<file path="src/rtl/pid_dbaw_pkg.sv">
// ----------------------------------------------------------------------------
// pid_dbaw_pkg
// Shared types and constants of the PID controller with deadband and
// integral anti-windup.
// ----------------------------------------------------------------------------
`default_nettype none

package pid_dbaw_pkg;

    // sequencer states
    typedef enum logic [3:0] {
        S_IDLE,
        S_ERR,
        S_MUL_P,
        S_MUL_I,
        S_MUL_K,
        S_DIV_B,
        S_DCHK,
        S_DIV_D,
        S_MUL_D,
        S_FIN,
        S_DONE
    } pid_state_t;

    // configuration register indexes
    localparam logic [2:0] CFG_PROP_GAIN  = 3'd0;
    localparam logic [2:0] CFG_INTEG_GAIN = 3'd1;
    localparam logic [2:0] CFG_DERIV_GAIN = 3'd2;
    localparam logic [2:0] CFG_OUT_LOW    = 3'd3;
    localparam logic [2:0] CFG_OUT_HIGH   = 3'd4;
    localparam logic [2:0] CFG_DEADBAND   = 3'd5;

    // request kinds
    localparam logic REQ_STEP  = 1'b0;
    localparam logic REQ_CLEAR = 1'b1;

    // limit status codes
    localparam logic [1:0] LIM_NONE = 2'd0;
    localparam logic [1:0] LIM_HIGH = 2'd1;
    localparam logic [1:0] LIM_LOW  = 2'd2;

    localparam logic signed [31:0] OUT_LOW_RESET  = -32'sd6553600;
    localparam logic signed [31:0] OUT_HIGH_RESET = 32'sd6553600;

    // derivative term only for time steps above this (0.0001 s)
    localparam logic [15:0] TSTEP_MIN_EXCL = 16'd6;

    localparam int MUL_STEPS  = 32;
    localparam int DIVB_STEPS = 64;
    localparam int DIVD_STEPS = 49;

endpackage

`default_nettype wire

</file>
<file path="src/rtl/pid_deadband_antiwindup.sv">
// ----------------------------------------------------------------------------
// pid_deadband_antiwindup
// Fixed-point PID step with deadband, back-calculation anti-windup, gated
// derivative term and feedforward, built on a bit-serial multiplier and a
// bit-serial restoring divider.
// ----------------------------------------------------------------------------
`default_nettype none

// One item is worked on at a time. A clear request skips the arithmetic and
// goes straight to the result. A control step always runs the P, I and K
// products; it adds the anti-windup division when the P+I sum is clamped
// with a non-zero integral gain, and the derivative division and product
// when time_step is above 6. The step is built on the shared shift-add
// multiplier, which takes one multiplier bit per cycle (three or four
// products a step), and on the restoring divider, which yields one quotient
// bit per cycle. A new item is taken as soon as the previous result has been
// placed in the output register, even while that result still waits for
// m_tready.

module pid_deadband_antiwindup
    import pid_dbaw_pkg::*;
(
    input  wire logic         clk,
    input  wire logic         rst_n,
    // slave side
    input  wire logic         s_tvalid,
    output logic              s_tready,
    // target_value[31:0], measured_value[63:32], time_step[79:64],
    // feed_forward[111:80]
    input  wire logic [111:0] s_tdata,
    // req_type[0]
    input  wire logic [0:0]   s_tuser,
    // master side
    output logic              m_tvalid,
    input  wire logic         m_tready,
    // drive_value[31:0], limit_status[33:32], zero[39:34]
    output logic [39:0]       m_tdata,
    // configuration
    input  wire logic         cfg_we,
    input  wire logic [2:0]   cfg_index,
    input  wire logic [31:0]  cfg_data
);

    pid_state_t state_reg, state_next;

    logic signed [31:0] kp_reg, ki_reg, kd_reg, lo_reg, hi_reg;
    logic [30:0]        db_reg;

    logic               clr_reg, clr_next;
    logic signed [31:0] tgt_reg, tgt_next, meas_reg, meas_next, ff_reg, ff_next;
    logic [15:0]        dt_reg, dt_next;

    logic signed [47:0] integ_reg, integ_next;
    logic signed [31:0] last_reg, last_next;
    logic signed [31:0] err_reg, err_next;
    logic signed [47:0] p_reg, p_next;
    logic signed [31:0] sum_reg, sum_next;
    logic signed [65:0] tot_reg, tot_next;

    logic signed [80:0] acc_reg, acc_next;
    logic signed [48:0] mula_reg, mula_next;
    logic [31:0]        mulb_reg, mulb_next;
    logic [5:0]         cnt_reg, cnt_next;

    logic [63:0]        dvd_reg, dvd_next;
    logic [31:0]        dvs_reg, dvs_next;
    logic [31:0]        rem_reg, rem_next;
    logic [63:0]        quo_reg, quo_next;
    logic               neg_reg, neg_next;

    logic signed [31:0] rdrv_reg, rdrv_next;
    logic [1:0]         rst_reg, rst_next;
    logic               ov_reg, ov_next;
    logic signed [31:0] odrv_reg, odrv_next;
    logic [1:0]         ost_reg, ost_next;

    // shared datapath terms
    logic signed [80:0] addend, acc_step;
    logic signed [64:0] prod_sh;
    logic [32:0]        rem_sh;
    logic               qbit;
    logic [63:0]        qmag;
    logic signed [64:0] qsgn;
    logic               out_load;

    function automatic logic signed [47:0] sat48(input logic signed [65:0] x);
        if (x[65:47] == {19{x[47]}})
        begin
            return x[47:0];
        end
        else if (x[65])
        begin
            return {1'b1, 47'b0};
        end
        else
        begin
            return {1'b0, {47{1'b1}}};
        end
    endfunction

    // bit-serial multiplier: MSB first, the sign bit carries negative weight
    always_comb
    begin
        addend = '0;
        if (mulb_reg[31])
        begin
            addend = (cnt_reg == 6'(MUL_STEPS - 1)) ? -81'(mula_reg) : 81'(mula_reg);
        end
        acc_step = (acc_reg <<< 1) + addend;
        prod_sh  = acc_step[80:16];
    end

    // restoring divider: one quotient bit per cycle
    always_comb
    begin
        rem_sh = {rem_reg, dvd_reg[63]};
        qbit   = (rem_sh >= {1'b0, dvs_reg});
        qmag   = {quo_reg[62:0], qbit};
        qsgn   = neg_reg ? -$signed({1'b0, qmag}) : $signed({1'b0, qmag});
    end

    assign out_load = (state_reg == S_DONE) && (!ov_reg || m_tready);

    // next state
    always_comb
    begin
        state_next = state_reg;
        unique case (state_reg)
            S_IDLE:
            begin
                if (s_tvalid)
                begin
                    state_next = S_ERR;
                end
            end
            S_ERR:
            begin
                state_next = (clr_reg == REQ_CLEAR) ? S_DONE : S_MUL_P;
            end
            S_MUL_P:
            begin
                if (cnt_reg == '0)
                begin
                    state_next = S_MUL_I;
                end
            end
            S_MUL_I:
            begin
                if (cnt_reg == '0)
                begin
                    state_next = S_MUL_K;
                end
            end
            S_MUL_K:
            begin
                if (cnt_reg == '0)
                begin
                    if (ki_reg != '0 &&
                        ((66'(p_reg) + 66'(prod_sh)) > 66'(hi_reg) ||
                         (66'(p_reg) + 66'(prod_sh)) < 66'(lo_reg)))
                    begin
                        state_next = S_DIV_B;
                    end
                    else
                    begin
                        state_next = S_DCHK;
                    end
                end
            end
            S_DIV_B:
            begin
                if (cnt_reg == '0)
                begin
                    state_next = S_DCHK;
                end
            end
            S_DCHK:
            begin
                state_next = (dt_reg > TSTEP_MIN_EXCL) ? S_DIV_D : S_FIN;
            end
            S_DIV_D:
            begin
                if (cnt_reg == '0)
                begin
                    state_next = S_MUL_D;
                end
            end
            S_MUL_D:
            begin
                if (cnt_reg == '0)
                begin
                    state_next = S_FIN;
                end
            end
            S_FIN:
            begin
                state_next = S_DONE;
            end
            S_DONE:
            begin
                if (out_load)
                begin
                    state_next = S_IDLE;
                end
            end
            default:
            begin
                state_next = S_IDLE;
            end
        endcase
    end

    // datapath and outputs
    always_comb
    begin
        logic signed [32:0] diff;
        logic [32:0]        dmag;
        logic signed [31:0] esat;
        logic signed [65:0] s66;
        logic signed [31:0] lim;
        logic signed [49:0] bx;
        logic [49:0]        bmag;
        logic signed [65:0] t1;
        logic signed [31:0] drv1, drv2;
        logic signed [32:0] t2;
        logic [1:0]         st1, st2;

        clr_next   = clr_reg;
        tgt_next   = tgt_reg;
        meas_next  = meas_reg;
        ff_next    = ff_reg;
        dt_next    = dt_reg;
        integ_next = integ_reg;
        last_next  = last_reg;
        err_next   = err_reg;
        p_next     = p_reg;
        sum_next   = sum_reg;
        tot_next   = tot_reg;
        acc_next   = acc_reg;
        mula_next  = mula_reg;
        mulb_next  = mulb_reg;
        cnt_next   = cnt_reg;
        dvd_next   = dvd_reg;
        dvs_next   = dvs_reg;
        rem_next   = rem_reg;
        quo_next   = quo_reg;
        neg_next   = neg_reg;
        rdrv_next  = rdrv_reg;
        rst_next   = rst_reg;

        diff = 33'(tgt_reg) - 33'(meas_reg);
        dmag = diff[32] ? (~diff + 33'd1) : diff;
        if (dmag < {2'b0, db_reg})
        begin
            esat = '0;
        end
        else if (diff[32] != diff[31])
        begin
            esat = diff[32] ? {1'b1, 31'b0} : {1'b0, {31{1'b1}}};
        end
        else
        begin
            esat = diff[31:0];
        end

        s66  = 66'(p_reg) + 66'(prod_sh);
        lim  = (s66 > 66'(hi_reg)) ? hi_reg : lo_reg;
        bx   = 50'(lim) - 50'(p_reg);
        bmag = bx[49] ? (~bx + 50'd1) : bx;

        t1 = tot_reg;
        st1 = LIM_NONE;
        drv1 = t1[31:0];
        if (t1 > 66'(hi_reg))
        begin
            drv1 = hi_reg;
            st1  = LIM_HIGH;
        end
        else if (t1 < 66'(lo_reg))
        begin
            drv1 = lo_reg;
            st1  = LIM_LOW;
        end
        t2 = 33'(drv1) + 33'(ff_reg);
        st2 = LIM_NONE;
        drv2 = t2[31:0];
        if (t2 > 33'(hi_reg))
        begin
            drv2 = hi_reg;
            st2  = LIM_HIGH;
        end
        else if (t2 < 33'(lo_reg))
        begin
            drv2 = lo_reg;
            st2  = LIM_LOW;
        end

        unique case (state_reg)
            S_IDLE:
            begin
                if (s_tvalid)
                begin
                    clr_next  = s_tuser[0];
                    tgt_next  = s_tdata[31:0];
                    meas_next = s_tdata[63:32];
                    dt_next   = s_tdata[79:64];
                    ff_next   = s_tdata[111:80];
                end
            end
            S_ERR:
            begin
                if (clr_reg == REQ_CLEAR)
                begin
                    integ_next = '0;
                    last_next  = '0;
                    rdrv_next  = '0;
                    rst_next   = LIM_NONE;
                end
                else
                begin
                    err_next  = esat;
                    mula_next = 49'(esat);
                    mulb_next = kp_reg;
                    acc_next  = '0;
                    cnt_next  = 6'(MUL_STEPS - 1);
                end
            end
            S_MUL_P, S_MUL_I, S_MUL_K, S_MUL_D:
            begin
                acc_next  = acc_step;
                mulb_next = {mulb_reg[30:0], 1'b0};
                cnt_next  = cnt_reg - 6'd1;
                if (cnt_reg == '0)
                begin
                    acc_next = '0;
                    cnt_next = 6'(MUL_STEPS - 1);
                    if (state_reg == S_MUL_P)
                    begin
                        p_next    = prod_sh[47:0];
                        mula_next = 49'(err_reg);
                        mulb_next = {16'b0, dt_reg};
                    end
                    else if (state_reg == S_MUL_I)
                    begin
                        integ_next = sat48(66'(integ_reg) + 66'(prod_sh));
                        mula_next  = 49'(sat48(66'(integ_reg) + 66'(prod_sh)));
                        mulb_next  = ki_reg;
                    end
                    else if (state_reg == S_MUL_K)
                    begin
                        if (s66 > 66'(hi_reg))
                        begin
                            sum_next = hi_reg;
                        end
                        else if (s66 < 66'(lo_reg))
                        begin
                            sum_next = lo_reg;
                        end
                        else
                        begin
                            sum_next = s66[31:0];
                        end
                        // back-calculation of the integral from the limit
                        dvd_next = {1'b0, bmag[46:0], 16'b0};
                        dvs_next = ki_reg[31] ? (~ki_reg + 32'd1) : ki_reg;
                        neg_next = bx[49] ^ ki_reg[31];
                        rem_next = '0;
                        quo_next = '0;
                        cnt_next = 6'(DIVB_STEPS - 1);
                    end
                    else
                    begin
                        tot_next = 66'(sum_reg) + 66'(prod_sh);
                    end
                end
            end
            S_DIV_B, S_DIV_D:
            begin
                rem_next = qbit ? 32'(rem_sh - {1'b0, dvs_reg}) : rem_sh[31:0];
                dvd_next = {dvd_reg[62:0], 1'b0};
                quo_next = qmag;
                cnt_next = cnt_reg - 6'd1;
                if (cnt_reg == '0)
                begin
                    if (state_reg == S_DIV_B)
                    begin
                        integ_next = sat48(66'(qsgn));
                    end
                    else
                    begin
                        mula_next = qsgn[48:0];
                        mulb_next = kd_reg;
                        acc_next  = '0;
                        cnt_next  = 6'(MUL_STEPS - 1);
                    end
                end
            end
            S_DCHK:
            begin
                // derivative: (err - last) * 2^16 / dt
                diff      = 33'(err_reg) - 33'(last_reg);
                dmag      = diff[32] ? (~diff + 33'd1) : diff;
                dvd_next  = {dmag, 31'b0};
                dvs_next  = {16'b0, dt_reg};
                neg_next  = diff[32];
                rem_next  = '0;
                quo_next  = '0;
                cnt_next  = 6'(DIVD_STEPS - 1);
                last_next = err_reg;
                tot_next  = 66'(sum_reg);
            end
            S_FIN:
            begin
                rdrv_next = drv2;
                if (st2 != LIM_NONE)
                begin
                    rst_next = st2;
                end
                else if (ff_reg != '0 && drv2 != hi_reg && drv2 != lo_reg)
                begin
                    rst_next = LIM_NONE;
                end
                else
                begin
                    rst_next = st1;
                end
            end
            S_DONE:
            begin
            end
            default:
            begin
            end
        endcase
    end

    always_comb
    begin
        ov_next   = ov_reg;
        odrv_next = odrv_reg;
        ost_next  = ost_reg;
        if (out_load)
        begin
            ov_next   = 1'b1;
            odrv_next = rdrv_reg;
            ost_next  = rst_reg;
        end
        else if (m_tready)
        begin
            ov_next = 1'b0;
        end
    end

    assign s_tready = (state_reg == S_IDLE);
    assign m_tvalid = ov_reg;
    assign m_tdata  = {6'b0, ost_reg, odrv_reg};

    // control state and configuration
    always_ff @(posedge clk or negedge rst_n)
    begin
        if (!rst_n)
        begin
            state_reg <= S_IDLE;
            ov_reg    <= 1'b0;
            integ_reg <= '0;
            last_reg  <= '0;
            kp_reg    <= '0;
            ki_reg    <= '0;
            kd_reg    <= '0;
            lo_reg    <= OUT_LOW_RESET;
            hi_reg    <= OUT_HIGH_RESET;
            db_reg    <= '0;
        end
        else
        begin
            state_reg <= state_next;
            ov_reg    <= ov_next;
            integ_reg <= integ_next;
            last_reg  <= last_next;
            if (cfg_we)
            begin
                unique case (cfg_index)
                    CFG_PROP_GAIN:  kp_reg <= cfg_data;
                    CFG_INTEG_GAIN: ki_reg <= cfg_data;
                    CFG_DERIV_GAIN: kd_reg <= cfg_data;
                    CFG_OUT_LOW:    lo_reg <= cfg_data;
                    CFG_OUT_HIGH:   hi_reg <= cfg_data;
                    CFG_DEADBAND:   db_reg <= cfg_data[30:0];
                    default:
                    begin
                    end
                endcase
            end
        end
    end

    // payload
    always_ff @(posedge clk)
    begin
        clr_reg  <= clr_next;
        tgt_reg  <= tgt_next;
        meas_reg <= meas_next;
        ff_reg   <= ff_next;
        dt_reg   <= dt_next;
        err_reg  <= err_next;
        p_reg    <= p_next;
        sum_reg  <= sum_next;
        tot_reg  <= tot_next;
        acc_reg  <= acc_next;
        mula_reg <= mula_next;
        mulb_reg <= mulb_next;
        cnt_reg  <= cnt_next;
        dvd_reg  <= dvd_next;
        dvs_reg  <= dvs_next;
        rem_reg  <= rem_next;
        quo_reg  <= quo_next;
        neg_reg  <= neg_next;
        rdrv_reg <= rdrv_next;
        rst_reg  <= rst_next;
        odrv_reg <= odrv_next;
        ost_reg  <= ost_next;
    end

`ifndef SYNTHESIS
    // a result appears only when the sequencer hands one over
    a_out_from_done: assert property (@(posedge clk) disable iff (!rst_n)
        $rose(m_tvalid) |-> $past(state_reg) == S_DONE)
        else $error("result raised outside the hand-over state");

    // the limit status never carries the unused code
    a_status_code: assert property (@(posedge clk) disable iff (!rst_n)
        m_tvalid |-> m_tdata[33:32] != 2'd3)
        else $error("invalid limit status");

    // the partial remainder stays below the divisor
    a_div_rem: assert property (@(posedge clk) disable iff (!rst_n)
        (state_reg == S_DIV_B || state_reg == S_DIV_D) |-> rem_reg < dvs_reg)
        else $error("divider remainder out of range");

    // no new transaction is taken while an item is in progress
    a_one_item: assert property (@(posedge clk) disable iff (!rst_n)
        (s_tvalid && s_tready) |=> !s_tready)
        else $error("second item accepted during computation");
`endif

endmodule

`default_nettype wire
</file>
<file path="config.mk">
export PLATFORM = sky130hd
export DESIGN_NAME = pid_deadband_antiwindup
export DESIGN_NICKNAME = d
export VERILOG_FILES = /design/src/rtl/pid_dbaw_pkg.sv /design/src/rtl/pid_deadband_antiwindup.sv
export SDC_FILE = /design/constraint.sdc
export NUM_CORES = 2
export LEC_CHECK = 0
export BUFFER_PORTS_ARGS = -buffer_cell sky130_fd_sc_hd__buf_2
export CAP_MARGIN = 15
export CORE_MARGIN = 8
export CORE_UTILIZATION = 50
export CTS_CLUSTER_SIZE = 28
export DETAILED_ROUTE_END_ITERATION = 8
export PLACE_DENSITY = 0.66
export SYNTH_ARGS = -nofsm -noshare
export SYNTH_HDL_FRONTEND = slang
export SYNTH_SLANG_ARGS = --single-unit
</file>
<file path="constraint.sdc">
create_clock -name clk -period 20.9 [get_ports clk]
set_clock_uncertainty 0.1 [all_clocks]
set_input_delay 4.18 -clock clk [delete_from_list [all_inputs] [get_ports clk]]
set_output_delay 4.18 -clock clk [all_outputs]
set_load 0.01 [all_outputs]
</file>
==> flow_metrics.env <==
export IMPL_grt_overflow_total=0
export IMPL_async_flop_share_pct=28.2
export IMPL_peakVddDrop_v=0.0000818
export IMPL_wl_met1_um=120000
export IMPL_p_leak_nw=37.2
export IMPL_cts_tree="yes"
export IMPL_grt_pass1_wl_um=425000
export IMPL_io_buffers=188
export IMPL_hold_class="flip-flop to flip-flop"
export IMPL_firstDrtPassIters=8
export IMPL_rsz0062_at_grt="false"
export IMPL_gp_congestion=0.990
export IMPL_slew_headroom_pct=23.5
export IMPL_root_buffer="clkbuf_16"
export IMPL_p_clk_share_pct=28.9
export IMPL_dp_hpwl_um=219000
export IMPL_synth_common_cells="819 x ha_1, 745 x a21oi_1, 702 x edfxtp_1"
export IMPL_drive_gt1_share_pct=9.23
export IMPL_nNetsFinal=9914
export IMPL_track_usage_pct=31.1
export IMPL_synth_top_area_share_pct=26.0
export IMPL_netlist_area_um2=81000
export IMPL_yosysSeqAreaShare_pct=34.6
export IMPL_p_sw_mw=2.83
export IMPL_die_w_um=418
export IMPL_grt_pass1_vias=68300
export IMPL_finish_instance_area_um2=88500
export IMPL_vias=72100
export IMPL_clk_pin_slew_ns=0.06
export IMPL_synth_top_area_cell="edfxtp_1"
export IMPL_switching_share_pct=39.0
export IMPL_synth_most_common_cell="ha_1"
export IMPL_grt_antenna_before_repair=16
export IMPL_final_fill_count=14700
export IMPL_h_tree_depth=3
export IMPL_wl_per_cell_um=25.4
export IMPL_area_delta_synth_final_pct=9.23
export IMPL_tightestPinTransition_ns=1.12
export IMPL_power_per_cell_area_nw_per_um2=82.2
export IMPL_drtIter0Drc=7553
export IMPL_largest_register_ffs=80
export IMPL_place_area_um2=84500
export IMPL_ys_top_cells_by_area="edfxtp_1 26%, ha_1 13%, dfrtp_1 8.1%"
export IMPL_routed_wl_um=284000
export IMPL_status="finished clean"
export IMPL_path_max_fanout=33
export IMPL_intPower_mw=4.44
export IMPL_p_seq_share_pct=32.2
export IMPL_synth_edf_count=702
export IMPL_yosys_most_used_dff="edfxtp_1"
export IMPL_register_area_um2=28000
export IMPL_top_layer="met5"
export IMPL_worstPathArrival_ns=18.32
export IMPL_comb_power_share_pct=38.8
export IMPL_start_util_pct=50.4
export IMPL_holdBufCountCts=0
export IMPL_yosys_warnings=0
export IMPL_fmaxAchievable_ghz=0.0560
export IMPL_cts_setup_buffers=0
export IMPL_period_minus_slack_ns=17.87
export IMPL_drcViolationCount=0
export IMPL_cap_violations=0
export IMPL_ios=195
export IMPL_cts_made_buffers=115
export IMPL_die_height_um=418
export IMPL_clock_latency_ns=0.80
export IMPL_fin_tns_setup_ns=0
export IMPL_rows=147
export IMPL_cpMostUsedCell="a21oi_1"
export IMPL_crit_required_ns=21.35
export IMPL_grt_start_max_net_pins=89
export IMPL_clk_path_buf_depth=3
export IMPL_path_class="flip-flop to flip-flop"
export IMPL_syn_area_per_cell_um2=9.13
export IMPL_ant_nets=0
export IMPL_dr_wl_met3_um=23800
export IMPL_dieArea_um2=175000
export IMPL_viasPerCell=6.44
export IMPL_syn_inst=8866
export IMPL_slew_viol_final=0
export IMPL_fp_coreArea_um2=161000
export IMPL_numClockSinks=978
export IMPL_setup_viol=0
export IMPL_slowest_delay_ns=0.87
export IMPL_multi_input_area_um2=50200
export IMPL_yosys_register_bits=978
export IMPL_cts_resized=0
export IMPL_critPathLaunchType="flip-flop"
export IMPL_wl_met2_um=126000
export IMPL_slowest_stage="a2111oi_0"
export IMPL_hold_violations=0
export IMPL_synth_cell_types=107
export IMPL_min_period_over_period_pct=85.5
export IMPL_end_kind="flip-flop"
per-stage QoR:
stage / cells / worst slack, ns / power, mW / hold slack (ns) / utilization (%)
finish: 11200 / 3.03 / 7.27 / 0.312 / 55.0
detailed placement: 11000 / 3.32 / 5.09 / 0.305 / 52.6
floorplan: 8871 / 6.10 / 4.23 / 0.300 / -
global placement: 11000 / 3.51 / 5.04 / 0.301 / 52.6
global route: 11200 / 1.75 / 7.60 / 0.318 / 55.0
CTS: 11200 / 3.22 / 7.21 / 0.313 / 55.0
layout by cell type, fill, tap and decap left out, types with 88 or more instances in the layout:
cell / instances
clkbuf_16: 120
a21o_1: 388
nor3_1: 147
nor2_1: 640
nand4_1: 140
and2_1: 165
o31ai_1: 98
and3_1: 116
xor2_1: 267
nor2b_1: 88
nand2_1: 643
o21ai_0: 546
buf_2: 187
edfxtp_1: 702
xnor2_1: 381
ha_1: 819
nand3_1: 208
mux2_2: 163
nand2b_1: 98
buf_4: 150
dfrtp_1: 260
a21oi_1: 742
inv_1: 413
cell type report:
class                      count  share of cell area (%)
clock buffer                 165                    3.76
tap                         2160                    3.06
timing repair buffer         339                    2.38
inverter                     416                    1.77
antenna                        3                 0.00849
clock inverter                53                   0.669
sequential                   978                    31.7
multi-input combinational   7083                    56.7
path summary, 6_finish.rpt:
path	from	to	slack (ns)	depth (start not counted)
setup reg to reg	mula_reg[6]	dvd_reg[59]	3.03	64
setup / recovery	mula_reg[6]	dvd_reg[59]	3.03	64
max in group asynchronous	rst_n	kd_reg[17]	14.77	4
hold reg to reg	rdrv_reg[25]	odrv_reg[25]	0.31	0
hold / removal	rdrv_reg[25]	odrv_reg[25]	0.31	0
min in group asynchronous	rst_n	integ_reg[46]	3.21	1
layer usage:
metal	track usage [%]	vias to the layer above
met5	0	-
met1	41.8	35000
met3	5.57	628
met2	49.4	3203
met4	13.0	8
li1	-	33300
power groups by stage:
stage / combinational, mW / sequential [mW] / clock (mW)
4_1_cts: 2.74 / 2.33 / 2.14
5_1_grt: 3.05 / 2.35 / 2.20
3_3_place_gp: 2.68 / 2.37 / 0
6_report: 2.82 / 2.34 / 2.10
2_1_floorplan: 1.94 / 2.29 / 0
3_5_place_dp: 2.72 / 2.37 / 0
logic make-up after synthesis:
kind of cell	Yosys count	share of synthesized area, %
AOI/OAI and AO/OA	2796	22.8
xor gates and xnor gates	652	7.12
buffers and inverters	810	3.80
other	1	0.00463
DFF	978	34.6
adders and majority gates	833	12.9
and+or+nand+nor	2562	15.6
muxes	234	3.14
worst max-delay path: cells and delay by family, from the launching register on:
| kind | cells | cell delay, ns |
|---|---|---|
| buffers and inverters | 1 | 0.06 |
| AO/OA/AOI/OAI | 30 | 8.13 |
| XOR/XNOR | 6 | 1.01 |
| flip-flops | 1 | 0.43 |
| adder cells (fa/ha/maj) | 5 | 1.70 |
| AND/OR/NAND/NOR | 22 | 6.17 |
(Power assumes the default switching activity.)
